### config.mk
export PLATFORM = sky130hd
export DESIGN_NAME = tce_ctrl
export DESIGN_NICKNAME = d
export VERILOG_FILES = /design/src/rtl/tce_pkg.sv /design/src/rtl/tce_ctrl.sv
export SDC_FILE = /design/constraint.sdc
export NUM_CORES = 1
export LEC_CHECK = 0
export BUFFER_PORTS_ARGS = -buffer_cell sky130_fd_sc_hd__buf_2
export CAP_MARGIN = 20
export CORE_AREA = 2 2 39 41
export CTS_BUF_LIST = sky130_fd_sc_hd__clkbuf_4 sky130_fd_sc_hd__clkbuf_8
export DETAILED_ROUTE_END_ITERATION = 12
export DIE_AREA = 0 0 41 43
export GPL_TIMING_DRIVEN = 0
export PLACE_DENSITY = 0.46
export REMOVE_ABC_BUFFERS = 1
export SLEW_MARGIN = 10
export SYNTH_ARGS = -nofsm -noshare
export SYNTH_HDL_FRONTEND = slang
export SYNTH_SLANG_ARGS = --single-unit
### constraint.sdc
create_clock -name clk_i -period 1.5 [get_ports clk_i]
set_clock_uncertainty 0.15 [all_clocks]
set_input_delay 0 -clock clk_i [delete_from_list [all_inputs] [get_ports clk_i]]
set_output_delay 0 -clock clk_i [all_outputs]
set_load 0.01 [all_outputs]
### src/rtl/tce_pkg.sv
`timescale 1ns / 1ps
// ----------------------------------------------------------------------------
// tce_pkg
// shared types, constants and codes of the text console engine
// ----------------------------------------------------------------------------
package tce_pkg;

  // screen geometry
  localparam int COLUMNS    = 80;
  localparam int ROWS       = 25;
  localparam int TAB_WIDTH  = 8;   // power of two
  localparam int CELLS      = COLUMNS * ROWS;
  localparam int COPY_CELLS = (ROWS - 1) * COLUMNS;
  localparam int ADDR_W     = $clog2(CELLS);

  // field widths
  localparam int CMD_W   = 2;
  localparam int CHAR_W  = 8;
  localparam int INDEX_W = 11;
  localparam int COL_W   = 7;
  localparam int ROW_W   = 5;
  localparam int LOC_W   = 11;
  localparam int CELL_W  = 16;
  localparam int ATTR_W  = 8;

  // command codes
  localparam logic [CMD_W-1:0] CMD_PUT   = 2'd0;
  localparam logic [CMD_W-1:0] CMD_CLEAR = 2'd1;
  localparam logic [CMD_W-1:0] CMD_READ  = 2'd2;

  // character codes
  localparam logic [CHAR_W-1:0] CH_BS    = 8'h08;
  localparam logic [CHAR_W-1:0] CH_TAB   = 8'h09;
  localparam logic [CHAR_W-1:0] CH_LF    = 8'h0A;
  localparam logic [CHAR_W-1:0] CH_CR    = 8'h0D;
  localparam logic [CHAR_W-1:0] CH_SPACE = 8'h20;
  localparam logic [CHAR_W-1:0] CH_LAST  = 8'h7F;

  localparam logic [ATTR_W-1:0] ATTR_RESET = 8'h0F;

  typedef enum logic [1:0] {
    SW_NONE,
    SW_INIT,
    SW_CLEAR,
    SW_SCROLL
  } sweep_e;

  typedef struct packed {
    logic [CMD_W-1:0]   command;
    logic [CHAR_W-1:0]  char_code;
    logic [INDEX_W-1:0] cell_index;
  } item_t;

  typedef struct packed {
    logic [COL_W-1:0]  cursor_column;
    logic [ROW_W-1:0]  cursor_row;
    logic [LOC_W-1:0]  cursor_location;
    logic [CELL_W-1:0] cell_value;
  } result_t;

  // controller to datapath
  typedef struct packed {
    logic   accept;
    logic   exec;
    logic   respond;
    sweep_e sweep;
  } ctl_cmd_t;

  // datapath to controller
  typedef struct packed {
    logic is_put;
    logic is_clear;
    logic need_scroll;
    logic sweep_last;
  } dp_sts_t;

endpackage

### src/rtl/tce_ctrl.sv
`timescale 1ns / 1ps
// ----------------------------------------------------------------------------
// tce_ctrl
// sequencer for item execution and screen sweeps
// ----------------------------------------------------------------------------
module tce_ctrl (
  input  logic             clk_i,
  input  logic             rst_ni,
  input  logic             start,
  output logic             busy,
  input  tce_pkg::dp_sts_t sts_i,
  output tce_pkg::ctl_cmd_t cmd_o
);
  import tce_pkg::*;

  localparam logic [2:0] ST_INIT   = 3'd0;
  localparam logic [2:0] ST_IDLE   = 3'd1;
  localparam logic [2:0] ST_EXEC   = 3'd2;
  localparam logic [2:0] ST_CLEAR  = 3'd3;
  localparam logic [2:0] ST_SCROLL = 3'd4;

  logic [2:0] state_q, state_d;

  always_comb begin
    state_d       = state_q;
    cmd_o.accept  = 1'b0;
    cmd_o.exec    = 1'b0;
    cmd_o.respond = 1'b0;
    cmd_o.sweep   = SW_NONE;
    busy          = 1'b1;
    unique case (state_q)
      ST_INIT: begin
        cmd_o.sweep = SW_INIT;
        if (sts_i.sweep_last) state_d = ST_IDLE;
      end
      ST_IDLE: begin
        busy = 1'b0;
        if (start) begin
          cmd_o.accept = 1'b1;
          state_d      = ST_EXEC;
        end
      end
      ST_EXEC: begin
        cmd_o.exec = 1'b1;
        if (sts_i.is_clear) begin
          state_d = ST_CLEAR;
        end else if (sts_i.is_put && sts_i.need_scroll) begin
          state_d = ST_SCROLL;
        end else begin
          cmd_o.respond = 1'b1;
          state_d       = ST_IDLE;
        end
      end
      ST_CLEAR, ST_SCROLL: begin
        cmd_o.sweep = (state_q == ST_CLEAR) ? SW_CLEAR : SW_SCROLL;
        if (sts_i.sweep_last) begin
          cmd_o.respond = 1'b1;
          state_d       = ST_IDLE;
        end
      end
      default: begin
        state_d = ST_IDLE;
      end
    endcase
  end

  always_ff @(posedge clk_i or negedge rst_ni) begin
    if (!rst_ni) begin
      state_q <= ST_INIT;
    end else begin
      state_q <= state_d;
    end
  end

endmodule

**Yosys cells after proc, flatten, opt, wreduce, memory -nomap -nowiden**

Index checks and enable logic that the tools add are counted.
W data, S select, Z words.

- Bits in read-only memories: 0
- Memories: 0
- Bits of input ports: 7
- Word-level logic and storage cells: 27
- Latch bits: 0
- Bits in registers: 3
- Bits in writable memories: 0

- Bitwise gates (word level): 0
- Order comparisons: 0
- Mux-type cells: 15
- Reductions and logical operators: 5
- Multipliers: 0
- Equality and inequality tests: 6
- $add $sub $neg: 0
- Divide/modulo/power cells: 0
- Shift-type cells: 0

Operators by type and width:

| operator | number |
|---|---|
| $mux W3 | 4 |
| $pmux W3 S3 | 1 |
| $mux W1 | 8 |
| $eq A3 B2 Y1 const B | 2 |
| $pmux W2 S2 | 1 |
| $eq A3 B1 Y1 const B | 1 |
| $eq A3 B3 Y1 const B | 1 |
| $logic_not A3 Y1 | 1 |
| $reduce_or A3 Y1 | 1 |
| $ne A2 B1 Y1 const B | 1 |
| $ne A2 B2 Y1 const B | 1 |
| $pmux W1 S2 | 1 |
| $reduce_and A2 Y1 | 1 |
| $reduce_or A2 Y1 | 1 |
| $logic_and A1 B1 Y1 | 1 |

**Depth between registers and ports, before layout**

Gate-level depths: netlist of the first run.

- Depth in word-level cells: 4
- Gate-level depth with buffers: 3

**Worst setup path after synthesis of the first run**

No wires, ideal clock.

- Path kind: flip-flop to flip-flop
- From: register state_q[1]
- To: register state_q[0]
- Setup slack: 0.269 ns
- Stages on the path, launching flop included: 4
- Arrival: 0.943 ns
- Data required time: 1.212 ns
- Clock period less this slack: 1.231 ns
- Path through: dfrtp_1 > buf_6 > nor4bb_4 > a211oi_1

- Longest elaborated chain between the ends: 4
- Elaborated cells on any way between the ends: 10
- Those cells by class: eq/ne: 6; mux: 1; reduce/logical: 3

Ends and longest elaborated chain:

| what | RTL line | text |
|---|---|---|
| from (decl) | tce_ctrl.sv:22 | `logic [2:0] state_q, state_d;` |
| from (signal assigned) | tce_ctrl.sv:71 | `state_q <= state_d;` |
| $eq A3 B2 Y1 (tied with other cells) | tce_ctrl.sv:31 | `unique case (state_q)` |
| $reduce_or A3 Y1 (no source line) | -- |  |
| $ne A2 B1 Y1 (no source line) | -- |  |
| $reduce_and A2 Y1 (no source line) | -- |  |

Several ways; a longest one is shown, not always the timed one.
A chain may end at the register's enable or synchronous reset.

==> metrics, run 1 <==
CTS Root Cell clkbuf_4; Sum Neg Setup Slack 0 ns; pins over their slew limit 0; max FFs per register 3; Syn Inst Count 27; Critical Path End Type output pin; routed vias 298; H-tree Lvls 1; Final Routed Wirelength 691 um; final number of setup-violating endpoints 0; synthesis-stage register bit count 3; Max-Slew Margin vs Limit 0.816; Via density 4.26; max_cap viols 0; pin count of the biggest net entering global routing 14; Worst setup SP type flip-flop; clock tree sinks 3; RSZ-0062 raised after global routing true; Max VDD drop 492 uV; fin util 0.350; worst-path maximum fanout 9; Data arrival, critical path 1.31 ns; Die Area 0.00176 mm^2; vias in the first global route 250; clk_lat worst skew 0.23 ns; total gr overflow 0; Layout fillers 143; biggest regs state_q x3; first-pass GRT wire length 959 um; GP Congestion 0.685; most frequent cells in the layout buf_2, dlygate4sd3_1, buf_4; Worst Path Required 1.35 ns; Finished Layout Cells 70; Die Height 43 um; clock buffer depth 2; DR WL/cell 9.87 um; hpwl dp 402 um; largest reg by FF count state_q; Port-buffer cells 12; cell area power density 1530 mW/mm^2; Yosys cell types 19; kind of critical path reg2out; commonest non-fill, non-tap cell in the layout buf_2; mapped cell area 273 um^2; first drt pass iteration count 1; status finished clean; Worst-path clk slew 0.03 ns; hold slack 0.435 ns; Period minus WS final 1.46 ns; Tightest Pin Transition 0.272 ns; Rows 14; nets@finish 62; TritonCTS clock tree built; Synth Warn # 0; Routed Antenna Nets 0; Initial DRC Count 0; Tot Pwr 741 uW; Pleak 0.227 nW; register area share after synthesis 0.275; width of the die 41 um; Inst Count DP 52; area growth from synthesis to layout 77.5%; initial core utilization 0.197; Avg Inst Size Synth 10.1 um^2; core area 0.00138 mm^2; share of cells above drive strength 1 0.519; Min-Delay Path Class reg2reg; Final Cycle Share 0.972; fmax 0.686 GHz; initial antenna violation count 0; # IOs 13; Hold Vio Cnt, Final 0; All-Layer GR Usage 0.0833; total clock buffers created by CTS 3; # diodes 0; DRC viols 0
## layout make-up
type / instances / area, um^2 / area share
Timing Repair Buffer: 26 / 183 / 0.377
Multi-Input combinational cell: 21 / 173 / 0.357
Sequential cell: 3 / 78.8 / 0.163
Clock buffer: 4 / 30.0 / 0.0620
Tap cell: 16 / 20.0 / 0.0413
## cell usage after synthesis, drive strengths merged
cell type,instances,area [um^2]
nor2,2,7.51
a311oi,1,8.76
o21ai,1,5.00
nor3b,1,7.51
buf,3,33.8
a22o,1,8.76
dfrtp,3,75.1
nor4bb,2,35.0
a21oi,1,5.00
a211o,1,8.76
nand2b,3,18.8
nor4b,1,15.0
and2,1,6.26
nand3b,1,7.51
nor3,1,5.00
nand2,2,7.51
and4b,1,10.0
a211oi,1,7.51
## through the flow
step	instance area (um^2)	worst slack, ns
6_report	484	0.0419
2_1_floorplan	239	0.284
3_5_place_dp	319	0.106
5_1_grt	484	-0.00938
4_1_cts	432	0.00339
3_3_place_gp	319	0.0964
## routing by layer
| metal | track usage | vias up | share of wire |
|---|---|---|---|
| met3 | 0.0157 | 0 | 0.048 |
| met1 | 0.0965 | 134 | 0.47 |
| li1 | - | 153 | - |
| met2 | 0.119 | 11 | 0.48 |
| met4 | 0.0800 | 0 | 0 |
| met5 | 0 | - | 0 |
## cells by family after synthesis
kind of cell / Yosys count / synth area share
simple gates: 15 / 0.440
flops: 3 / 0.275
compound gates: 6 / 0.161
buf+inv: 3 / 0.124
## worst paths after layout
kind	from	to	slack, ns	depth (start not counted)
max reg2reg	state_q[0]$_DFFE_PN0P_	state_q[2]$_DFFE_PN0P_	0.23	3
min reg2reg	state_q[2]$_DFFE_PN0P_	state_q[1]$_DFFE_PN0P_	0.44	1
max	state_q[2]$_DFFE_PN0P_	cmd_o[2]	0.04	3
max in group asynchronous	rst_ni	state_q[2]$_DFFE_PN0P_	0.55	3
min in group asynchronous	rst_ni	state_q[1]$_DFFE_PN0P_	0.49	3
min	state_q[2]$_DFFE_PN0P_	state_q[1]$_DFFE_PN0P_	0.44	1
## timing repair
action	in CTS	in global routing
resized for setup	4	0
hold buffers	7	0
pin swaps	1	2
endpoints found under the setup margin	1	1
hold endpoints to repair	6	0
buffers inserted	0	7
## critical path: stages (launching register included)
cell      delay (ns)
dfrtp_2         0.47
nor4bb_1        0.34
a211o_1         0.15
buf_2           0.12
## where the power goes
group | leakage (nW) | internal [mW] | switching (mW) | total (mW)
Sequential | 0.0328 | 0.114 | 0.0647 | 0.178
Clock | 0.0184 | 0.117 | 0.0371 | 0.155
Combinational | 0.176 | 0.249 | 0.159 | 0.408
(Power assumes the default switching activity.)
==> inputs of run 2 (changes only) <==
--- a/config.mk
+++ b/config.mk
@@ -5,6 +5,7 @@
 export SDC_FILE = /design/constraint.sdc
 export NUM_CORES = 1
 export LEC_CHECK = 0
+export ABC_AREA = 1
 export BUFFER_PORTS_ARGS = -buffer_cell sky130_fd_sc_hd__buf_2
 export CAP_MARGIN = 20
 export CORE_AREA = 2 2 39 41
@@ -12,7 +13,7 @@
 export DETAILED_ROUTE_END_ITERATION = 12
 export DIE_AREA = 0 0 41 43
 export GPL_TIMING_DRIVEN = 0
-export PLACE_DENSITY = 0.46
+export PLACE_DENSITY = 0.45
 export REMOVE_ABC_BUFFERS = 1
 export SLEW_MARGIN = 10
 export SYNTH_ARGS = -nofsm -noshare
==> run 2 against run 1 <==
Total power up 5.0%; largest power group unchanged; die area did not move; final cell count is 8.6% higher; critical endpoint unchanged; clock power increased by 3%; area after synthesis is 3.2% lower; register-to-register slack better by 0.08 ns; highest routed layer is now met4.
==> metrics, run 2 <==
status finished clean (unchanged); # IOs 13 (unchanged); Min-Delay Path Class in2reg (was reg2reg); cell area power density 1740 mW/mm^2 (was 1530 mW/mm^2); post-route setup slack 0.121 ns (was 0.0419 ns); Layout fillers 157 (was 143); pins over their slew limit 0 (unchanged); Post-synth EDFFs 0 (unchanged); Data arrival, critical path 1.23 ns (was 1.31 ns); DRC viols 0 (unchanged); routed vias 309 (was 298); kind of critical path reg2out (unchanged); fmax 0.725 GHz (was 0.686 GHz); worst-path cell chain inv_2 -> nand2_2 -> a21oi_2 -> nand2_1 -> nand2_1 -> buf_2 (was nor4bb_1 -> a211o_1 -> buf_2); initial antenna violation count 0 (unchanged); core area 0.00138 mm^2 (unchanged); Rows 14 (unchanged); biggest regs state_q x3 (unchanged); pin count of the biggest net entering global routing 9 (was 14); Flop pwr share 0.225 (was 0.241); width of the die 41 um (unchanged); HP Start start (was state_q[2]$_DFFE_PN0P_); Port-buffer cells 12 (unchanged); most frequent cell after synthesis nand2_1; most frequent cells in the layout buf_2, nand2_1, dlygate4sd3_1 (was buf_2, dlygate4sd3_1, buf_4); nets@finish 68 (was 62); share of cells above drive strength 1 0.517 (was 0.519); Final Routed Wirelength 617 um (was 691 um); Synth Warn # 0 (unchanged); NetSw 344 uW (was 261 uW); vias in the first global route 276 (was 250); Worst-path clk slew 0.04 ns (was 0.03 ns); Via density 4.07 (was 4.26); reg2reg start state_q[1]$_DFFE_PN0P_ (was state_q[0]$_DFFE_PN0P_); Crit-path slowest cell dfrtp_2 (unchanged); Largest stage delay, worst path 0.43 ns (was 0.47 ns); worst-path maximum fanout 5 (was 9); GP Congestion 0.664 (was 0.685); Most common cell on crit path nand2_1; Sw Ratio 0.442 (was 0.352); Worst Setup SP state_q[1]$_DFFE_PN0P_ (was state_q[2]$_DFFE_PN0P_); fin util 0.324 (was 0.350); Die Height 43 um (unchanged); Syn Inst Count 37 (was 27); Period minus WS final 1.38 ns (was 1.46 ns); Tightest Pin Transition 0.244 ns (was 0.272 ns); mapped cell area 264 um^2 (was 273 um^2); multi-input logic area 161 um^2 (was 173 um^2); ys flop type dfrtp_1 (unchanged); Final Cycle Share 0.920 (was 0.972); Critical Path End Type output pin (unchanged); max_cap viols 0 (unchanged); # diodes 0 (unchanged); total clock buffers created by CTS 3 (unchanged); first-pass GRT wire length 1070 um (was 959 um); register area share after synthesis 0.284 (was 0.275); commonest non-fill, non-tap cell in the layout buf_2 (unchanged); Pleak 0.247 nW (was 0.227 nW); total gr overflow 0 (unchanged); max FFs per register 3 (unchanged); hpwl dp 448 um (was 402 um); Tot Pwr 778 uW (was 741 uW); share of the synthesized area in the top cell type 0.284 (was 0.275); initial core utilization 0.191 (was 0.197); Max-Slew Margin vs Limit 0.837 (was 0.816); Sum Neg Setup Slack 0 ns (unchanged); final number of setup-violating endpoints 0 (unchanged); Worst setup SP type flip-flop (unchanged); H-tree Lvls 1 (unchanged); clock buffer depth 2 (unchanged); clock share of power 0.204 (was 0.208); Async SR Flop Fraction 1.00 (unchanged); DR WL/cell 8.12 um (was 9.87 um); leading area contributor after synthesis dfrtp_1 (unchanged); Post-synth top cells nand2_1, nand4_1 (was buf_6, dfrtp_1, nand2b_1); Hold Vio Cnt, Final 0 (unchanged); Comb pwr share 0.570 (was 0.551); FF+latch area 77.6 um^2 (was 78.8 um^2); clk_lat worst skew 0.23 ns (about the same); Routed Antenna Nets 0 (unchanged); Worst Path Required 1.35 ns (about the same); Initial DRC Count 5 (was 0); Die Area 0.00176 mm^2 (unchanged); pre-CTS WS 0.152 ns (was 0.106 ns); first drt pass iteration count 4 (was 1); Max VDD drop 565 uV (was 492 uV); CTS Root Cell clkbuf_4 (unchanged); TritonCTS clock tree built (unchanged); Avg Inst Size Synth 7.14 um^2 (was 10.1 um^2); synthesis-stage register bit count 3 (unchanged); All-Layer GR Usage 0.0938 (was 0.0833); largest reg by FF count state_q (unchanged); RSZ-0062 raised after global routing false (was true); Yosys cell types 14 (was 19); Power Internal 434 uW (was 480 uW); area growth from synthesis to layout 69.7% (was 77.5%); clock tree sinks 3 (unchanged); top post-synthesis cells by area dfrtp_1, nand2_1, nand3_2, nand4_1, nand2_2 (was dfrtp_1, buf_6, nor4bb_4, nand2b_1, nor4b_2)
run 2: cell count changes in the layout (fill, tap and decap cells not counted), moves of 2 or more:
cell      delta
buf_4        -5
nand3_2      +3
nand2b_1     -3
nand2_1      +8
inv_1        +3
nand2_2      +3
inv_2        +2
nand4_1      +4
run 2: routing by layer:
metal	vias to the layer above	share of wire	global-route usage
li1	167	-	-
met2	9	0.45	0.125
met4	0	0.023	0.0800
met1	131	0.46	0.114
met3	2	0.060	0.0314
met5	-	0	0
run 2: area by class of cell:
cell class / instances / share of cell area
multi-input cells: 27 / 0.360
repair buffers: 20 / 0.302
flip-flops and latches: 3 / 0.173
clock buffers: 4 / 0.0670
inverters: 6 / 0.0531
well taps: 16 / 0.0447
run 2: logic make-up after synthesis:
family                 after synthesis  share of synthesized area
and+or+nand+nor                     25                      0.559
buffers and inverters                7                      0.118
DFF                                  3                      0.284
AOI/OAI and AO/OA                    2                     0.0379
run 2: stage by stage:
| stage | instances | hold WS, ns | area, um^2 |
|---|---|---|---|
| 3_5_place_dp | 64 | -0.352 | 337 |
| 4_1_cts | 74 | 0.0161 | 427 |
| 2_1_floorplan | 36 | -0.446 | 256 |
| 5_1_grt | 76 | 0.0660 | 448 |
| 6_report | 76 | 0.0157 | 448 |
| 3_3_place_gp | 64 | -0.351 | 337 |
run 2: worst max-delay path, delay by kind of cell (launching register included):
family	cells	cell delay, ns
flip-flops	1	0.43
buffers and inverters	2	0.24
AND/OR/NAND/NOR	3	0.19
AO/OA/AOI/OAI	1	0.14
run 2: worst paths after layout:
check / end / slack, ns / cells past startpoint
max: cmd_o[2] / 0.12 / 6
min: state_q[1]$_DFFE_PN0P_ / 0.02 / 5
max reg2reg: state_q[1]$_DFFE_PN0P_ / 0.31 / 5
min reg2reg: state_q[1]$_DFFE_PN0P_ / 0.46 / 2
max in group asynchronous: state_q[0]$_DFFE_PN0P_ / 0.57 / 3
min in group asynchronous: state_q[2]$_DFFE_PN0P_ / 0.48 / 3
run 2: what timing repair did:
item	4_1_cts	5_1_grt
resized for setup	0	3
buffers inserted	0	2
hold buffers	6	0
setup endpoints to repair	0	1
hold endpoints to repair	6	0
run 2: power by group through the flow:
stage	registers, mW	logic, mW	clock network, mW
2_1_floorplan	0.166	0.275	0
3_3_place_gp	0.182	0.380	0
3_5_place_dp	0.179	0.381	0
4_1_cts	0.177	0.394	0.168
5_1_grt	0.180	0.507	0.174
6_report	0.175	0.444	0.159
